**src/rtl/median_filter_3x3_macros.svh**
```systemverilog
// ----------------------------------------------------------------------------
// median_filter_3x3 assertion macros
// Shared concurrent assertion forms, clocked on clk and disabled in reset.
// ----------------------------------------------------------------------------
`ifndef MEDIAN_FILTER_3X3_MACROS_SVH
`define MEDIAN_FILTER_3X3_MACROS_SVH

// same-cycle implication
`define MF3_ASSERT_IMP(lbl, ant, con) \
  lbl: assert property (@(posedge clk) disable iff (!rst_n) (ant) |-> (con)) \
    else $error("mf3 assertion failed");

// next-cycle implication
`define MF3_ASSERT_NXT(lbl, ant, con) \
  lbl: assert property (@(posedge clk) disable iff (!rst_n) (ant) |=> (con)) \
    else $error("mf3 assertion failed");

`endif

```
**src/rtl/mf3_pkg.sv**
```systemverilog
// ----------------------------------------------------------------------------
// mf3_pkg
// Types and constants shared by the 3x3 median filter modules.
// ----------------------------------------------------------------------------
package mf3_pkg;

  localparam int PIX_BITS        = 8;
  localparam int CFG_WIDTH_BITS  = 11;
  localparam int CFG_HEIGHT_BITS = 13;
  localparam int CFG_DATA_BITS   = 13;
  localparam int ROW_BITS        = 12;
  localparam int WIN_SIZE        = 9;

  localparam logic [CFG_WIDTH_BITS-1:0]  WIDTH_RESET  = 11'd640;
  localparam logic [CFG_HEIGHT_BITS-1:0] HEIGHT_RESET = 13'd480;
  localparam logic [CFG_HEIGHT_BITS-1:0] HEIGHT_MIN   = 13'd3;
  localparam logic [CFG_HEIGHT_BITS-1:0] HEIGHT_LIMIT = 13'd4096;

  localparam logic CFG_IDX_WIDTH  = 1'b0;
  localparam logic CFG_IDX_HEIGHT = 1'b1;

  typedef logic [PIX_BITS-1:0] pix_t;
  typedef pix_t window_t [WIN_SIZE];

  typedef struct packed {
    logic valid;
    logic last;
  } mf3_tag_t;

endpackage

```
**src/rtl/mf3_median.sv**
```systemverilog
// ----------------------------------------------------------------------------
// mf3_median
// Two-stage median-of-nine compare/exchange network with result register.
// ----------------------------------------------------------------------------
module mf3_median
  import mf3_pkg::*;
(
  input  logic     clk,
  input  logic     rst_n,
  input  logic     en,
  input  mf3_tag_t tag_in,
  input  window_t  win,
  output mf3_tag_t tag_out,
  output pix_t     median
);

  function automatic logic [2*PIX_BITS-1:0] cx(input pix_t a, input pix_t b);
    cx = (b < a) ? {a, b} : {b, a};
  endfunction

  window_t  sa_nxt;
  window_t  sa_r;
  window_t  sb;
  mf3_tag_t ta_r;
  mf3_tag_t to_r;
  pix_t     med_r;

  // stage A: sort each row
  always_comb begin
    sa_nxt = win;
    {sa_nxt[2], sa_nxt[1]} = cx(sa_nxt[1], sa_nxt[2]);
    {sa_nxt[5], sa_nxt[4]} = cx(sa_nxt[4], sa_nxt[5]);
    {sa_nxt[8], sa_nxt[7]} = cx(sa_nxt[7], sa_nxt[8]);
    {sa_nxt[1], sa_nxt[0]} = cx(sa_nxt[0], sa_nxt[1]);
    {sa_nxt[4], sa_nxt[3]} = cx(sa_nxt[3], sa_nxt[4]);
    {sa_nxt[7], sa_nxt[6]} = cx(sa_nxt[6], sa_nxt[7]);
    {sa_nxt[2], sa_nxt[1]} = cx(sa_nxt[1], sa_nxt[2]);
    {sa_nxt[5], sa_nxt[4]} = cx(sa_nxt[4], sa_nxt[5]);
    {sa_nxt[8], sa_nxt[7]} = cx(sa_nxt[7], sa_nxt[8]);
  end

  // stage B: column and diagonal pruning, median lands in slot 4
  always_comb begin
    sb = sa_r;
    {sb[3], sb[0]} = cx(sb[0], sb[3]);
    {sb[8], sb[5]} = cx(sb[5], sb[8]);
    {sb[7], sb[4]} = cx(sb[4], sb[7]);
    {sb[6], sb[3]} = cx(sb[3], sb[6]);
    {sb[4], sb[1]} = cx(sb[1], sb[4]);
    {sb[5], sb[2]} = cx(sb[2], sb[5]);
    {sb[7], sb[4]} = cx(sb[4], sb[7]);
    {sb[2], sb[4]} = cx(sb[4], sb[2]);
    {sb[4], sb[6]} = cx(sb[6], sb[4]);
    {sb[2], sb[4]} = cx(sb[4], sb[2]);
  end

  always_ff @(posedge clk) begin
    if (!rst_n) begin
      ta_r <= '0;
      to_r <= '0;
    end else if (en) begin
      ta_r <= tag_in;
      to_r <= ta_r;
    end
  end

  always_ff @(posedge clk) begin
    if (en) begin
      sa_r  <= sa_nxt;
      med_r <= sb[4];
    end
  end

  assign tag_out = to_r;
  assign median  = med_r;

endmodule

```
**config.mk**
```make
export PLATFORM = sky130hd
export DESIGN_NAME = mf3_median
export DESIGN_NICKNAME = d
export VERILOG_FILES = /design/src/rtl/median_filter_3x3_macros.svh /design/src/rtl/mf3_pkg.sv /design/src/rtl/mf3_median.sv
export SDC_FILE = /design/constraint.sdc
export NUM_CORES = 1
export LEC_CHECK = 0
export ABC_CLOCK_PERIOD_IN_PS = 15000
export BUFFER_PORTS_ARGS = -buffer_cell sky130_fd_sc_hd__buf_2
export CORE_UTILIZATION = 41
export CTS_CLUSTER_DIAMETER = 150
export CTS_CLUSTER_SIZE = 14
export DETAILED_ROUTE_END_ITERATION = 16
export GPL_TIMING_DRIVEN = 1
export HOLD_SLACK_MARGIN = 0.08
export SLEW_MARGIN = 30
export SYNTH_ARGS = -nofsm -noshare
export SYNTH_HDL_FRONTEND = slang
export SYNTH_SLANG_ARGS = --single-unit
```
**constraint.sdc**
```tcl
create_clock -name clk -period 15 [get_ports clk]
set_input_delay 0.75 -clock clk [delete_from_list [all_inputs] [get_ports clk]]
set_output_delay 0.75 -clock clk [all_outputs]
set_load 0.02 [all_outputs]
```
==> results of run 1 <==
[area by class of cell]
class / instances / share of cell area (%)
inverter: 130 / 4.77
clock inverter: 4 / 0.232
clock buffer: 12 / 2.51
tap: 280 / 3.42
multi-input combinational: 843 / 60.3
sequential: 84 / 24.3
timing repair buffer: 89 / 4.49
[per-layer routing]
metal / part of all wire (%) / vias to the layer above / wire (um) / track usage (%)
li1: - / 4099 / - / -
met1: 49 / 3547 / 11200 / 27.5
met2: 47 / 134 / 10600 / 34.3
met3: 2.9 / 15 / 666 / 1.93
met4: 0.92 / 0 / 208 / 4.13
met5: 0 / - / 0 / 0
[registers in the layout, indices dropped and copies added, names as in the netlist]
name,count
sa_r,72
tag_out,2
ta_r,2
median,8
[placed cells by master, fill, tap and decap left out, types with 5 or more instances in the layout]
master / synthesis / layout
inv_1: 130 / 130
ha_1: 130 / 130
nand2_1: 121 / 121
o21ai_0: 114 / 114
mux2i_1: 104 / 104
buf_2: 0 / 85
edfxtp_1: 80 / 80
nor2_1: 64 / 64
a21oi_1: 62 / 62
a21o_1: 33 / 33
nand2b_1: 20 / 20
nand3_1: 19 / 17
o21a_1: 16 / 16
nor2b_1: 16 / 16
nor3_1: 14 / 14
a31oi_1: 10 / 10
and2_1: 9 / 9
a211oi_1: 9 / 9
a211o_1: 9 / 9
clkbuf_16: 0 / 9
o211ai_1: 7 / 7
nand4_1: 7 / 7
or3_1: 5 / 5
[cell families (layout without fill, tap and decap cells)]
group,count (synthesis),in the layout,share of synthesized area [%]
adders and majority gates,130,130,17.6
AOI/OAI and AO/OA,321,321,23.2
buffers and inverters,165,235,6.86
DFF,84,84,26.8
and+or+nand+nor,286,286,14.0
muxes,105,105,11.4
xor gates and xnor gates,1,1,0.0947
[stage by stage]
stage | cell area, sq um | cells
after CTS | 10200 | 1442
after global routing | 10200 | 1442
after global placement | 9920 | 1426
after detailed placement | 9950 | 1426
after floorplan | 9250 | 1092
final | 10200 | 1442
[critical path, delay by kind of cell, from the launching register on]
| family | cells | cell delay [ns] |
|---|---|---|
| flops | 1 | 0.53 |
| mux | 4 | 1.02 |
| compound gates | 21 | 5.21 |
| fa+ha+maj | 6 | 1.93 |
| simple gates | 15 | 3.34 |
[path summary, 6_finish.rpt]
| check | start | endpoint | slack [ns] | depth (start not counted) |
|---|---|---|---|---|
| max | sa_r[9] | median[4] | 2.72 | 46 |
| min | tag_out[0] | tag_out[0] | 0.52 | 2 |
| max reg2reg | sa_r[9] | median[4] | 2.72 | 46 |
| min reg2reg | tag_out[0] | tag_out[0] | 0.52 | 2 |
==> flow_metrics.py, run 1 <==
metrics = {
    "drt": {
        "drtAntennaViolNets": 0,
        "drtIter0Drc": 367,
        "drtPass1Iterations": 11,
        "drc": 2,
        "vias_per_cell": 5.41,
        "wl_per_cell_um": 15.7,
        "via_count": 7795,
        "drt_wl_total_um": 22600,
    },
    "cells_and_area": {
        "seq_area_sq_um": 2480,
        "n_fill_cell": 2131,
        "post-route-util_pct": 46.6,
        "layout-drive-gt1-share_pct": 11.1,
        "fin_nets": 1364,
        "multi_input_area_sq_um": 6170,
        "diodes": 0,
        "syn2layout_area_growth_pct": 10.6,
    },
    "logic_synthesis": {
        "syn_avg_cell_area_sq_um": 8.47,
        "synth_commonest_cells": "130 x ha_1, 130 x inv_1, 121 x nand2_1, 114 x o21ai_0, 104 x mux2i_1",
        "synthTopCellsByArea": "edfxtp_1 26%, ha_1 18%, mux2i_1 11%",
        "yosys_most_used_dff": "edfxtp_1",
        "synth_top_area_cell": "edfxtp_1",
        "yosysUniqueCellTypes": 69,
        "synth_top_area_share_pct": 26.0,
        "synthArstFlopShare_pct": 0,
        "synth_edf_count": 80,
        "seq_area_frac_synth_pct": 26.8,
        "ys_seq_elements": 84,
        "syn-num-nets": 1299,
        "synth_area_sq_um": 9250,
        "netlist_instances": 1092,
        "yosys_warnings": 0,
    },
    "clock_tree": {
        "hold_buffers": 0,
        "cts_made_buffers": 9,
        "post_cts_buffers": 0,
        "clk_pin_slew_ns": 0.06,
        "h-tree-depth": 3,
        "cts_tree": "built",
        "cts_sinks": 84,
        "insertion_delay_ns": 0.35,
        "cts_resized": 0,
        "root_buffer": "clkbuf_16",
        "cts.path.max_buffers": 2,
    },
    "setup_path": {
        "arrival_ns": 12.37,
        "cp.required_ns": 15.09,
        "crit_slowest_cell": "nor2_1",
        "crit_type": "reg -> reg",
        "crit_top_cell": "a21o_1",
        "crit_path_end_kind": "register",
        "critPathMaxStageDelay_ns": 0.62,
        "path_max_fanout": 22,
        "critPathLaunchType": "register",
    },
    "timing": {
        "setup_slack_ns": 2.72,
        "worst_slew_pin_slew_ns": 0.807,
        "final-setup-viol-count": 0,
        "timing.final.hold_violations": 0,
        "max_freq_mhz": 81.4,
        "layout_min_cycle_time_ns": 12.28,
        "skew_ns": 0.00444,
        "max_slew_margin_pct": 46.1,
        "rsz0062_at_grt": "no",
        "whs_ns": 0.522,
        "maxSlewViolCount": 0,
        "min_period_over_period_pct": 81.9,
        "tns_ns": 0,
    },
    "floorplan": {
        "die_area_sq_um": 23200,
        "fp.dieW_um": 152,
        "core-area_sq_um": 22000,
        "start_util_pct": 42.1,
        "rows": 54,
        "io_pins": 87,
        "die_h_um": 152,
    },
    "min_path": {
        "hp-class": "reg -> reg",
    },
    "place": {
        "port_buffers": 86,
        "place_hpwl_um": 18700,
        "place_congestion": 0.869,
        "post-place-ws_ns": 2.87,
    },
    "global_route": {
        "grt_pass1_vias": 7364,
        "antenna_found_initial": 0,
        "track_usage_pct": 20.1,
        "overflow": 0,
        "grt_pass1_wl_um": 37400,
        "grt_max_degree": 75,
    },
    "run_status": {
        "failed_checks": "design-rule violations",
        "status": "finished with violations",
    },
    "job": {
        "drv_cap": 0,
    },
}
Power of run 1 is not shown: default switching activity piles up to over one toggle a cycle in this logic, so the estimate is an artifact.
==> run 2, diff against run 1 <==
Settings changed: ABC_AREA set to 1, ABC_CLOCK_PERIOD_IN_PS 15000 to 12700.
Clock period 15 ns to 12.7 ns, I/O delays scaled along.
==> flow_metrics.py, run 2 <==
metrics = {
    "timing": {
        "skew_ns": 0.00258,
        "worst_slew_pin_slew_ns": 0.778,
        "layout_min_cycle_time_ns": 9.17,
        "min_period_over_period_pct": 72.2,
        "final-setup-viol-count": 0,
        "tns_ns": 0,
        "max_slew_margin_pct": 48.1,
        "rsz0062_at_grt": "no",
        "timing.final.hold_violations": 0,
        "maxSlewViolCount": 0,
        "max_freq_mhz": 109,
    },
    "setup_path": {
        "path_max_fanout": 31,
        "r2r_slack_ns": 3.53,
        "reg2reg_from": "sa_r[15]",
        "critPathLaunchType": "register",
        "reg2reg_to": "median[6]",
        "arrival_ns": 9.27,
        "crit_slowest_cell": "a211oi_2",
        "crit_path_end_kind": "register",
        "critPathMaxStageDelay_ns": 0.50,
        "reg2regPathDepth": 41,
        "cp.required_ns": 12.80,
        "crit_type": "reg -> reg",
    },
    "logic_synthesis": {
        "synth_edf_count": 80,
        "synth_top_area_share_pct": 29.2,
        "syn_avg_cell_area_sq_um": 7.20,
        "syn-num-nets": 1349,
        "yosysUniqueCellTypes": 30,
        "netlist_instances": 1142,
        "synth_area_sq_um": 8220,
        "yosys_warnings": 0,
        "yosysMostFrequentCell": "nand2_1",
        "ys_seq_elements": 84,
        "synthTopCellsByArea": "edfxtp_1 29%, ha_1 20%, nand2_1 14%",
        "yosys_most_used_dff": "edfxtp_1",
        "seq_area_frac_synth_pct": 30.2,
        "synthArstFlopShare_pct": 0,
        "synth_commonest_cells": "297 x nand2_1, 191 x o21ai_0, 149 x inv_1, 130 x ha_1, 88 x a21oi_1",
        "synth_top_area_cell": "edfxtp_1",
    },
    "cells_and_area": {
        "final_common_cell": "nand2_1",
        "final_cell_mix": "297 x nand2_1, 190 x o21ai_0, 149 x inv_1",
        "largest-register": "sa_r",
        "layout-drive-gt1-share_pct": 10.2,
        "largest_reg_flops": 72,
        "fin_nets": 1415,
        "post-route-util_pct": 47.1,
        "diodes": 0,
        "syn2layout_area_growth_pct": 12.3,
    },
    "clock_tree": {
        "insertion_delay_ns": 0.34,
        "hold_buffers": 0,
        "cts.path.max_buffers": 2,
        "clk_pin_slew_ns": 0.06,
        "h-tree-depth": 3,
        "post_cts_buffers": 0,
        "cts_made_buffers": 9,
        "cts_sinks": 84,
        "cts_tree": "built",
        "cts_resized": 0,
        "root_buffer": "clkbuf_16",
    },
    "global_route": {
        "track_usage_pct": 19.6,
        "grt_pass1_vias": 6528,
        "grt_pass1_wl_um": 31200,
        "antenna_found_initial": 0,
        "grt_max_degree": 86,
        "overflow": 0,
    },
    "job": {
        "drv_cap": 0,
    },
    "drt": {
        "drtIter0Drc": 438,
        "wl_per_cell_um": 12.9,
        "drtPass1Iterations": 5,
        "drc": 0,
        "drt_wl_total_um": 19100,
        "vias_per_cell": 4.98,
        "via_count": 7358,
        "drtAntennaViolNets": 0,
    },
    "floorplan": {
        "fp.dieW_um": 144,
        "rows": 51,
        "core-area_sq_um": 19600,
        "die_h_um": 144,
        "io_pins": 87,
        "die_area_sq_um": 20600,
        "start_util_pct": 42.0,
    },
    "place": {
        "place_congestion": 0.867,
        "port_buffers": 86,
        "place_hpwl_um": 16000,
    },
    "min_path": {
        "holdPathEnd": "tag_out[1]",
        "hp-class": "reg -> reg",
        "whs_path_depth": 2,
        "worstHoldStart": "ta_r[1]",
    },
    "run_status": {
        "status": "finished, final reports clean",
    },
}
-- run 2: cell types whose count changed after synthesis, moves of 10 or more --
cell,delta
a21o_1,-31
a21oi_1,+26
a31oi_1,-10
inv_1,+19
mux2i_1,-104
nand2_1,+176
nand2_2,+10
nand2b_1,-20
nor2b_1,-16
nor3_1,-14
o21a_1,-15
o21ai_0,+77
-- run 2: worst max-delay path by stage --
stage | start | to | slack [ns]
2_1_floorplan | sa_r[15] | median[0] | 4.59
3_3_place_gp | sa_r[13] | median[5] | 4.04
3_5_place_dp | sa_r[15] | median[6] | 3.67
4_1_cts | sa_r[15] | median[6] | 3.64
5_1_grt | sa_r[15] | median[0] | 2.69
6_report | sa_r[15] | median[6] | 3.53
-- run 2: kinds of logic after synthesis --
kind of cell,Yosys count,share of synthesized area [%]
AO/OA/AOI/OAI,317,20.4
adder cells (fa/ha/maj),130,19.8
buffers and inverters,187,8.69
flip-flops,84,30.2
AND/OR/NAND/NOR,424,21.0
-- run 2: metrics by stage --
stage	hold WS, ns	area, sq um	setup WS, ns	std cells
after global placement	0.459	8870	4.04	1460
after global routing	0.528	9240	2.69	1478
after detailed placement	0.471	8880	3.67	1461
final	0.486	9240	3.53	1478
after floorplan	0.449	8220	4.59	1142
after CTS	0.487	9220	3.64	1477
-- run 2: critical path: cells and delay by family (launching register included) --
family / cells / cell delay [ns]
compound gates: 16 / 4.02
fa+ha+maj: 6 / 1.86
simple gates: 16 / 1.84
buf+inv: 3 / 0.76
flops: 1 / 0.42
-- run 2: routing by layer --
layer,GRT usage [%],part of all wire [%],wire (um),vias up
li1,-,-,-,3986
met1,27.0,49,9350,3221
met2,31.9,45,8580,129
met3,2.40,4.2,804,22
met4,6.38,1.8,344,0
met5,0,0,0,-
-- run 2: final cells by class --
class                   instances  area (sq um)
clock inverters                 4          97.6
multi-input cells             871          5050
inverters                     152           571
clock buffers                  12           236
flip-flops and latches         84          2480
well taps                     265           332
fillers                      2027         10400
repair buffers                 90           467
Power of run 2 is left out for the same reason.
